### src/hdl/ptc_pkg.sv
// ----------------------------------------------------------------------------
// ptc_pkg
// Shared types, codes and reset values of the partition cut counter.
// ----------------------------------------------------------------------------
package ptc_pkg;

  localparam int MAX_NODES_DEF = 4096;
  localparam int MAX_PARTS_DEF = 8;

  localparam int IDX_W   = 16;
  localparam int PVAL_W  = 5;
  localparam int PART_W  = 3;
  localparam int NP_W    = 4;
  localparam int NC_W    = 13;
  localparam int ADJ_W   = 64;
  localparam int CNT_W   = 32;
  localparam int CFG_A_W = 2;

  localparam logic [NP_W-1:0]  NUM_PARTS_RST  = 4'd2;
  localparam logic [NC_W-1:0]  NODE_COUNT_RST = 13'd4096;
  localparam logic [ADJ_W-1:0] ADJ_MAP_RST    = {ADJ_W{1'b1}};

  typedef enum logic [1:0] {
    OP_WRITE = 2'd0,
    OP_PIN   = 2'd1,
    OP_CLEAR = 2'd2,
    OP_NOP   = 2'd3
  } op_t;

  typedef enum logic [CFG_A_W-1:0] {
    CFG_NUM_PARTS  = 2'd0,
    CFG_NODE_COUNT = 2'd1,
    CFG_ADJ_MAP    = 2'd2,
    CFG_UNUSED     = 2'd3
  } cfg_idx_t;

  typedef struct packed {
    op_t  op;
    logic first;
    logic in_range;
  } pin_t;

endpackage

### src/hdl/ptc_score.sv
// ----------------------------------------------------------------------------
// ptc_score
// Anchor tracking and saturating cut / violation counters.
// ----------------------------------------------------------------------------
module ptc_score #(
  parameter int MAX_PARTS = ptc_pkg::MAX_PARTS_DEF
) (
  input  logic                       clk,
  input  logic                       rst_n,
  input  logic                       adv,
  input  ptc_pkg::pin_t              pin,
  input  logic [ptc_pkg::PVAL_W-1:0] rdata,
  input  logic [ptc_pkg::NP_W-1:0]   num_parts,
  input  logic [ptc_pkg::ADJ_W-1:0]  adj_map,
  output logic [ptc_pkg::CNT_W-1:0]  cut_count,
  output logic [ptc_pkg::CNT_W-1:0]  violation_count
);

  logic [ptc_pkg::PART_W-1:0] anchor_part_r, anchor_part_nxt;
  logic                       anchor_valid_r, anchor_valid_nxt;
  logic [ptc_pkg::CNT_W-1:0]  cut_r, cut_nxt;
  logic [ptc_pkg::CNT_W-1:0]  viol_r, viol_nxt;
  logic [ptc_pkg::NP_W-1:0]   eff_parts;
  logic                       part_ok;
  logic [ptc_pkg::PART_W-1:0] part;
  logic [5:0]                 adj_bit;

  assign eff_parts = (num_parts > ptc_pkg::NP_W'(MAX_PARTS)) ?
                     ptc_pkg::NP_W'(MAX_PARTS) : num_parts;
  assign part      = rdata[ptc_pkg::PART_W-1:0];
  assign part_ok   = pin.in_range && !rdata[ptc_pkg::PVAL_W-1] &&
                     (rdata[ptc_pkg::NP_W-1:0] < eff_parts);
  assign adj_bit   = {anchor_part_r, part};

  always_comb begin
    anchor_part_nxt  = anchor_part_r;
    anchor_valid_nxt = anchor_valid_r;
    cut_nxt          = cut_r;
    viol_nxt         = viol_r;
    if (adv) begin
      case (pin.op)
        ptc_pkg::OP_PIN: begin
          if (pin.first) begin
            anchor_valid_nxt = part_ok;
            anchor_part_nxt  = part_ok ? part : '0;
          end else if (anchor_valid_r && part_ok && (part != anchor_part_r)) begin
            cut_nxt = (cut_r == '1) ? cut_r : cut_r + 1'b1;
            if (!adj_map[adj_bit]) begin
              viol_nxt = (viol_r == '1) ? viol_r : viol_r + 1'b1;
            end
          end
        end
        ptc_pkg::OP_CLEAR: begin
          cut_nxt  = '0;
          viol_nxt = '0;
        end
        default: begin
        end
      endcase
    end
  end

  always_ff @(posedge clk) begin
    if (!rst_n) begin
      anchor_part_r  <= '0;
      anchor_valid_r <= 1'b0;
      cut_r          <= '0;
      viol_r         <= '0;
    end else begin
      anchor_part_r  <= anchor_part_nxt;
      anchor_valid_r <= anchor_valid_nxt;
      cut_r          <= cut_nxt;
      viol_r         <= viol_nxt;
    end
  end

  assign cut_count       = cut_r;
  assign violation_count = viol_r;

endmodule

### config.mk
export PLATFORM = sky130hd
export DESIGN_NAME = ptc_score
export DESIGN_NICKNAME = d
export VERILOG_FILES = /design/src/hdl/ptc_pkg.sv /design/src/hdl/ptc_score.sv
export SDC_FILE = /design/constraint.sdc
export NUM_CORES = 1
export LEC_CHECK = 0
export BUFFER_PORTS_ARGS = -buffer_cell sky130_fd_sc_hd__buf_4
export CORE_MARGIN = 5
export CORE_UTILIZATION = 46
export DETAILED_ROUTE_END_ITERATION = 12
export GPL_ROUTABILITY_DRIVEN = 0
export PLACE_DENSITY_LB_ADDON = 0.3
export SETUP_SLACK_MARGIN = 0.02
export SLEW_MARGIN = 30
export SYNTH_ARGS = -nofsm -noshare
export SYNTH_HDL_FRONTEND = slang
export SYNTH_SLANG_ARGS = --single-unit
### constraint.sdc
create_clock -name clk -period 3.3 [get_ports clk]
set_clock_uncertainty 0.2 [all_clocks]
set_input_delay 0.33 -clock clk [delete_from_list [all_inputs] [get_ports clk]]
set_output_delay 0.33 -clock clk [all_outputs]
set_load 0.005 [all_outputs]
* Word-level counts from Yosys, hierarchy flattened
Cells that the tools add are included.
** Operators by class
- Div/mod/pow operators :: 0
- Mux-type cells :: 13
- Reductions and logical operators :: 9
- Shift operators :: 0
- Equality and inequality tests :: 10
- Bitwise operators :: 0
- $mul :: 0
- Order comparisons :: 3
- Add/subtract/negate cells :: 2
** Operator list (count)
- $mux W32 :: 7
- $pmux W32 S2 :: 2
- $add A32 B1 Y32 const B :: 2
- $eq A32 B32 Y1 const B :: 2
- $ne A2 B2 Y1 const B :: 5
- $lt A6 B7 Y1 const B :: 1
- $bmux W1 S6 :: 1
- $reduce_and A6 Y1 :: 1
- $reduce_and A5 Y1 :: 1
- $gt A4 B4 Y1 const B :: 1
- $logic_and A1 B1 Y1 :: 4
- $lt A4 B4 Y1 :: 1
- $mux W4 :: 1
- $mux W3 :: 1
- $ne A3 B3 Y1 :: 1
- $reduce_and A3 Y1 :: 1
- $eq A2 B1 Y1 const B :: 1
- $eq A2 B2 Y1 const B :: 1
- $reduce_bool A2 Y1 :: 1
- $logic_not A1 Y1 :: 1
- $mux W1 :: 1
** Word-level totals
- Input bits :: 80
- Memories :: 0
- Latch bits :: 0
- Logic and storage cells :: 41
- Register bits :: 68
- Bits in read-only memories :: 0
- Output and inout bits :: 64
- RAM bits :: 0

* Depth between registers and ports, before layout
Gate-level depths: netlist of run 1.
- Depth in word-level cells :: 9
- Mapped depth :: 13
- Depth with buffers taken out :: 11

* Worst setup path after synthesis of run 1
OpenSTA, ideal clock, no wires.
- Path kind :: input -> register
- Start point :: in num_parts[3] (netlist name)
- End point :: reg viol_r, in the netlist violation_count[16]
- Data arrival time :: 2.969 ns
- Setup slack :: 0.069 ns
- Library setup time :: 0.062 ns
- Data required time :: 3.038 ns
- Stages on the path :: 12
- Cell sequence :: inv_1 -> nand2_1 -> ha_1 -> or4b_2 -> o2111ai_1 -> and3_1 -> a32o_1 -> nand2_1 -> or4_1 -> buf_2 -> or4_1 -> nand3_1
** On the way
- Cells in the longest elaborated chain, start to end :: 8
** Ends and longest elaborated chain
- from (decl) :: line ptc_score.sv:13 : input logic [ptc_pkg::NP_W-1:0] num_parts,
- $gt A4 B4 Y1 :: line ptc_score.sv:28 : assign eff_parts = (num_parts > ptc_pkg::NP_W'(MAX_PARTS)) ?
- $mux W4 (*) :: line ptc_score.sv:28
- $lt A4 B4 Y1 (*) :: line ptc_score.sv:32 : (rdata[ptc_pkg::NP_W-1:0] < eff_parts);
- $logic_and A1 B1 Y1 (*) :: line ptc_score.sv:31 : assign part_ok = pin.in_range && !rdata[ptc_pkg::PVAL_W-1] &&
- $logic_and A1 B1 Y1 (*) (2 in series) :: line ptc_score.sv:46 : end else if (anchor_valid_r && part_ok && (part != anchor_part_r)) begin
- $ne A2 B2 Y1 (no line) (*)
- $reduce_and A6 Y1 (no line) (*)
- to (signal assigned) :: line ptc_score.sv:73 : viol_r <= viol_nxt;
- to (decl) :: line ptc_score.sv:22 : logic [ptc_pkg::CNT_W-1:0] viol_r, viol_nxt;
Mark *: on every way between the ends. The rest lies on a longest branch, timed or not.
A chain may end at the register's enable or synchronous reset.

* Final worst setup path of run 1
- Start point :: in num_parts[3] (netlist name)
- End point :: reg viol_r, in the netlist violation_count[25]
Same word-level chain as after synthesis.

==> qor.csv, run 1 <==
stage,metric,value,unit
status,run status,"complete, no violations",
sta,Fin. Hold Viols,0,
critical_path,Crit path top cell by count,nand2_1,
cts,Post-CTS Hold Fix Bufs,0,
route,post-route ant nets,0,
critical_path,"delay-heaviest family, CP",simple AND/OR/NAND/NOR gates,
die,Initial Utilization,47.3,%
die,die height,105,um
power,VDD IR-drop max,0.000200,V
power,power share of the sequential group,44.9,%
cts,CTS Sinks,68,
power,sw power,0.453,mW
sta,post-route setup TNS,0,ns
logic_synthesis,sequential area share after synthesis,33.0,%
cts,number of CTS-inserted buffers,9,
critical_path,CP max stage delay,0.66,ns
layout,fill count,735,
route,Starting DRT DRC Count,263,
placement,Post-Place Setup Slack,-0.113,ns
route,final WL,12000,um
flow_run,maxcap violations,0,
logic_synthesis,Synth Net Count,585,
critical_path,critical path required time,3.33,ns
layout,final core occ,64.6,%
logic_synthesis,mean post-synth cell area,8.25,um^2
critical_path,kind of critical path,input pin to flop,
logic_synthesis,Synth top area share,33.0,%
global_routing,vias in the first global route,4291,
critical_path,Critical Path Slowest Stage Cell,or4b_2,
die,row count,34,
sta,Final Setup Violations,0,
route,routed vias,4415,
layout,proportion of layout cells with a drive suffix above 1,30.7,%
sta,max_slew headroom,38.5,%
critical_path,critical path startpoint category,input pin,
logic_synthesis,Synthesis Warnings,0,
logic_synthesis,"count leader, synth",dfxtp_1,
die,io pins,144,
placement,HPWL after DPL,9250,um
global_routing,total congestion overflow,0,
power,Int Power,1.38,mW
global_routing,initial antenna violation count,0,
sta,Slew @ Worst Pin,0.922,ns
cts,CTS resizes,0,
power,cell leakage power,2.28,nW
global_routing,gr usage total,21.4,%
critical_path,Worst setup EP type,flop,
global_routing,global route hottest layer,met2,
die,Die ar.,0.0110,mm^2
logic_synthesis,post-synth cell types,52,
global_routing,GRT met2 Usage,36.2,%
logic_synthesis,dominant cell type by area after synthesis,dfxtp_1,
global_routing,first-pass GRT wire length,19900,um
sta,Max Clk Rate,324,MHz
cts,TritonCTS clock tree,built,
layout,P&R area growth vs syn,36.5,%
logic_synthesis,post-synthesis cell count,500,
critical_path,worst-path fanout max,16,
die,die width,105,um
cts,clock slew at reported path FFs,0.07,ns
sta,unrepaired setup endpoints after global routing,false,
logic_synthesis,#FFs+latches synth,68,
layout,Final #Nets,738,
power,combinational share of power,12.5,%
global_routing,largest net degree at the start of global routing,36,
critical_path,worst path bufs/invs,3,
placement,IO Port Bufs,143,
critical_path,CP arrival,3.11,ns
power,Clk network pwr share,42.6,%
critical_path,crit path cell chain,buf_4 > inv_1 > nand2_1 > ha_1 > or4b_2 > o2111ai_1 > and3_1 > a32o_1 > nand2_1 > or2_2 > buf_4 > o311ai_0 > nand2_1,
power,P per Cell Area,325,mW/mm^2
power,Net Sw Frac,24.7,%
cts,Worst-Skew Late Latency,0.36,ns
logic_synthesis,Synth Cell Area,0.00413,mm^2
route,Detailed Routing Iterations Pass 1,5,
route,DRC,0,
global_routing,grt met1 use,26.4,%
logic_synthesis,dominant cells by area after synthesis,"dfxtp_1, mux4_2, nand2_1, nand3_1, mux2i_1",
sta,minimum clock period,3.09,ns
logic_synthesis,"EDFF count, synth",0,
logic_synthesis,most frequent cells after synthesis,"dfxtp_1, nand2_1, nor2_1, nand3_1, clkbuf_1",
sta,"Slew Viols, Final",0,
cts,setup bufs post-CTS,0,
layout,# diodes,0,
sta,final worst setup slack,0.215,ns
cts,H-tree Lvls,3,
cts,root buf cell,clkbuf_8,
die,core area,0.00872,mm^2
route,drt via density,5.76,
sta,Final period util,93.5,%
cts,Clock Tree Buf Depth,2,
global_routing,met3 usage,6.84,%
logic_synthesis,commonest register cell after synthesis,dfxtp_1,
route,routed length per placed instance,15.6,um
hold_path,kind of path behind the tightest hold check,input pin to flop,
logic_synthesis,async set-reset flop share out of synthesis,0,%
layer usage:
layer / vias to the layer above / wire length, um
li1: 2170 / -
met1: 2059 / 5000
met2: 171 / 5830
met3: 15 / 993
met4: 0 / 134
met5: - / 0
stage by stage:
step                hold slack (ns)  total power, mW  instance area [um^2]  instances
floorplan                     0.272            0.958                  4130        500
global placement              0.289             1.07                  5410        750
detailed placement            0.296             1.07                  5410        750
CTS                          0.0541             1.84                  5630        766
global route                 0.0679             1.90                  5630        766
finish                       0.0637             1.83                  5630        766
cells by family after synthesis:
kind of cell             share of synthesized area, %
AO/OA/AOI/OAI                                    13.6
XOR/XNOR                                         5.73
adder cells (fa/ha/maj)                          1.52
buffers and inverters                            4.34
flip-flops                                       33.0
multiplexers                                     11.4
AND/OR/NAND/NOR                                  30.4
layout by cell type (no fill, tap or decap), types with 7 or more instances in the layout:
| master | n |
|---|---|
| o311ai_0 | 8 |
| nand3_1 | 39 |
| o21ai_0 | 11 |
| or3_1 | 7 |
| buf_4 | 169 |
| xnor2_1 | 19 |
| mux4_2 | 12 |
| o211ai_1 | 15 |
| a22oi_1 | 11 |
| inv_1 | 16 |
| nor3_1 | 11 |
| xor2_1 | 8 |
| or4_1 | 14 |
| dfxtp_1 | 68 |
| and3_1 | 9 |
| clkbuf_8 | 9 |
| nor4_1 | 17 |
| a21oi_1 | 12 |
| nor2_1 | 42 |
| mux2i_1 | 19 |
| nand2_1 | 63 |
| nor2b_1 | 10 |
| nand4_1 | 13 |
sequential cells by signal (all words and copies together), names as in the netlist:
name,cells
cut_count,32
violation_count,32
anchor_part_r,3
anchor_valid_r,1
cell type report:
cell class              instances  area [um^2]  area share, %
well taps                     108          135           2.40
repair buffers                169         1270           22.5
flip-flops and latches         68         1360           24.2
inverters                      16         60.1           1.07
clock buffers                   9          124           2.20
clock inverters                 7         98.8           1.75
multi-input cells             389         2590           45.9
power groups by stage:
stage	logic [mW]	registers (mW)	clock network (mW)
floorplan	0.116	0.842	0
global placement	0.225	0.842	0
detailed placement	0.231	0.843	0
CTS	0.231	0.823	0.790
global route	0.251	0.823	0.829
finish	0.229	0.823	0.781
path summary, 6_finish.rpt:
path,from,end,slack [ns],depth (start not counted)
hold reg to reg,cut_count[29],cut_count[29],0.31,2
setup reg to reg,violation_count[0],violation_count[5],0.29,10
hold / removal,rst_n,anchor_part_r[1],0.06,2
setup / recovery,num_parts[3],violation_count[25],0.21,13
worst register-to-register path: stages (launching register included):
cell and delay (ns):
dfxtp_1 0.42, ha_1 0.20, nand3_1 0.13, or2_2 0.40
nor4_1 0.48, nand3_1 0.15, nand2_1 0.11, or2_2 0.30
buf_4 0.19, nor4b_1 0.05, a211o_1 0.27
No activity file was read; power rests on OpenSTA's default activity.
==> inputs of run 2 (changes only) <==
CORE_MARGIN = default   (was 5)
==> qor.csv, run 2 (synthesis gave the netlist of run 1 again) <==
stage,metric,value,unit,change
critical_path,"delay-heaviest family, CP",simple AND/OR/NAND/NOR gates,,
layout,proportion of layout cells with a drive suffix above 1,31.0,%,+0.30 points
layout,final core occ,64.8,%,+0.23 points
critical_path,Worst setup EP type,flop,,
global_routing,total congestion overflow,0,,unchanged
layout,"most common cell after layout, fill and taps aside",buf_4,,
sta,Fin. Hold Viols,0,,unchanged
sta,minimum clock period,3.20,ns,+0.113 ns
die,Initial Utilization,47.3,%,unchanged
layout,design area,0.00565,mm^2,+0.36%
critical_path,CP max stage delay,0.69,ns,+0.03 ns
layout,Final #Nets,738,,unchanged
cts,Post-CTS Hold Fix Bufs,0,,unchanged
global_routing,initial antenna violation count,0,,unchanged
critical_path,kind of critical path,input pin to flop,,
status,run status,"complete, no violations",,
power,VDD IR-drop max,0.000258,V,+29%
hold_path,kind of path behind the tightest hold check,input pin to flop,,
flow_run,maxcap violations,0,,unchanged
critical_path,worst-path fanout max,8,,-8
route,routed vias,4436,,+0.48%
power,P per Cell Area,329,mW/mm^2,+1.0%
cts,number of CTS-inserted buffers,9,,unchanged
placement,Placed Cells,750,,unchanged
route,DRC,0,,unchanged
critical_path,critical path startpoint category,input pin,,
sta,Max Clk Rate,313,MHz,-3.5%
critical_path,worst path bufs/invs,2,,-1
critical_path,crit path cell chain,buf_4 > inv_1 > nand2_1 > ha_1 > or4b_2 > o2111ai_1 > and3_1 > a32o_1 > nand2_1 > or4_1 > or4_1 > nand3_1,,
cts,Worst-Skew Late Latency,0.35,ns,about the same
placement,IO Port Bufs,143,,unchanged
layout,"commonest cells after routing, fill and taps aside","buf_4, dfxtp_1, nand2_1",,
sta,unrepaired setup endpoints after global routing,true,,
placement,HPWL after DPL,8610,um,-6.9%
sta,Fin Hold WS,0.0809,ns,+0.0172 ns
die,die width,96.7,um,-7.6%
cts,H-tree Lvls,3,,unchanged
route,drt via density,5.79,,+0.48%
cts,root buf cell,clkbuf_8,,
route,routed length per placed instance,15.0,um,-3.8%
cts,Clock Tree Buf Depth,2,,unchanged
global_routing,largest net degree at the start of global routing,36,,unchanged
die,core area,0.00872,mm^2,unchanged
route,post-route ant nets,0,,unchanged
global_routing,gr usage total,24.4,%,+3.0 points
cts,clock slew at reported path FFs,0.08,ns,about the same
route,Starting DRT DRC Count,240,,-8.7%
critical_path,CP arrival,3.29,ns,+0.18 ns
sta,Slew @ Worst Pin,0.957,ns,+0.0344 ns
critical_path,Critical Path Slowest Stage Cell,or4b_2,,
layout,non-filler instance count after layout,766,,unchanged
global_routing,vias in the first global route,4066,,-5.2%
die,io pins,144,,unchanged
route,Detailed Routing Iterations Pass 1,4,,-1
die,Die ar.,0.00935,mm^2,-15%
placement,Post-DP Area,0.00541,mm^2,unchanged
cts,CTS Sinks,68,,unchanged
layout,P&R area growth vs syn,37.0,%,
layout,# diodes,0,,unchanged
global_routing,first-pass GRT wire length,19000,um,-4.8%
cts,TritonCTS clock tree,built,,
route,final WL,11500,um,-3.8%
sta,Final period util,96.9,%,+3.4 points
power,cell leakage power,2.29,nW,+0.24%
critical_path,critical path required time,3.39,ns,+0.06 ns
sta,"Slew Viols, Final",0,,unchanged
die,die height,96.7,um,-7.6%
die,row count,34,,unchanged
sta,Final Setup Violations,0,,unchanged
sta,max_slew headroom,36.2,%,-2.3 points
==> run 2: worst paths after layout <==
kind | from | endpoint | slack, ns | depth (start not counted)
setup / recovery | num_parts[3] | violation_count[16] | 0.10 | 12
hold / removal | rst_n | anchor_part_r[0] | 0.08 | 2
setup reg to reg | violation_count[0] | violation_count[5] | 0.39 | 10
hold reg to reg | cut_count[29] | cut_count[29] | 0.31 | 2
==> run 2: power breakdown <==
group	total (mW)	internal, mW	switching [mW]	leakage [nW]
logic	0.230	0.130	0.100	1.63
registers	0.823	0.821	0.00189	0.548
clock network	0.805	0.453	0.352	0.113
==> run 2: area by class of cell <==
cell class / count / area [um^2]
flip-flops and latches: 68 / 1360
clock inverters: 6 / 93.8
well taps: 108 / 135
inverters: 16 / 60.1
multi-input cells: 389 / 2600
fillers: 725 / 3070
clock buffers: 10 / 138
repair buffers: 169 / 1270
==> run 2: repair_timing <==
| item | in CTS | in global routing |
|---|---|---|
| hold endpoints to repair | 0 | 0 |
| buffers inserted | 0 | 0 |
| setup endpoints to repair | 0 | 6 |
| gates resized for setup | 0 | 4 |
==> run 2: per-stage QoR <==
| step | worst slack, ns | power [mW] | TNS, ns |
|---|---|---|---|
| 2_1_floorplan | 0.0689 | 0.958 | 0 |
| 6_report | 0.101 | 1.86 | 0 |
| 3_3_place_gp | -0.0612 | 1.07 | -0.0792 |
| 3_5_place_dp | -0.175 | 1.07 | -1.50 |
| 4_1_cts | 0.130 | 1.87 | 0 |
| 5_1_grt | 0.00697 | 1.92 | 0 |
==> run 2: layer usage <==
| metal | wire length [um] | vias to the layer above | global-route usage, % |
|---|---|---|---|
| met2 | 5740 | 174 | 42.0 |
| met1 | 4840 | 2075 | 30.4 |
| met5 | 0 | - | 0 |
| met3 | 778 | 11 | 5.35 |
| li1 | - | 2176 | - |
| met4 | 142 | 0 | 7.58 |
==> run 2: worst reg2reg max path, delay by kind of cell (launching register included) <==
family	cells	cell delay (ns)
buffers and inverters	1	0.23
AO/OA/AOI/OAI	1	0.26
flip-flops	1	0.42
AND/OR/NAND/NOR	7	1.50
adder cells (fa/ha/maj)	1	0.20
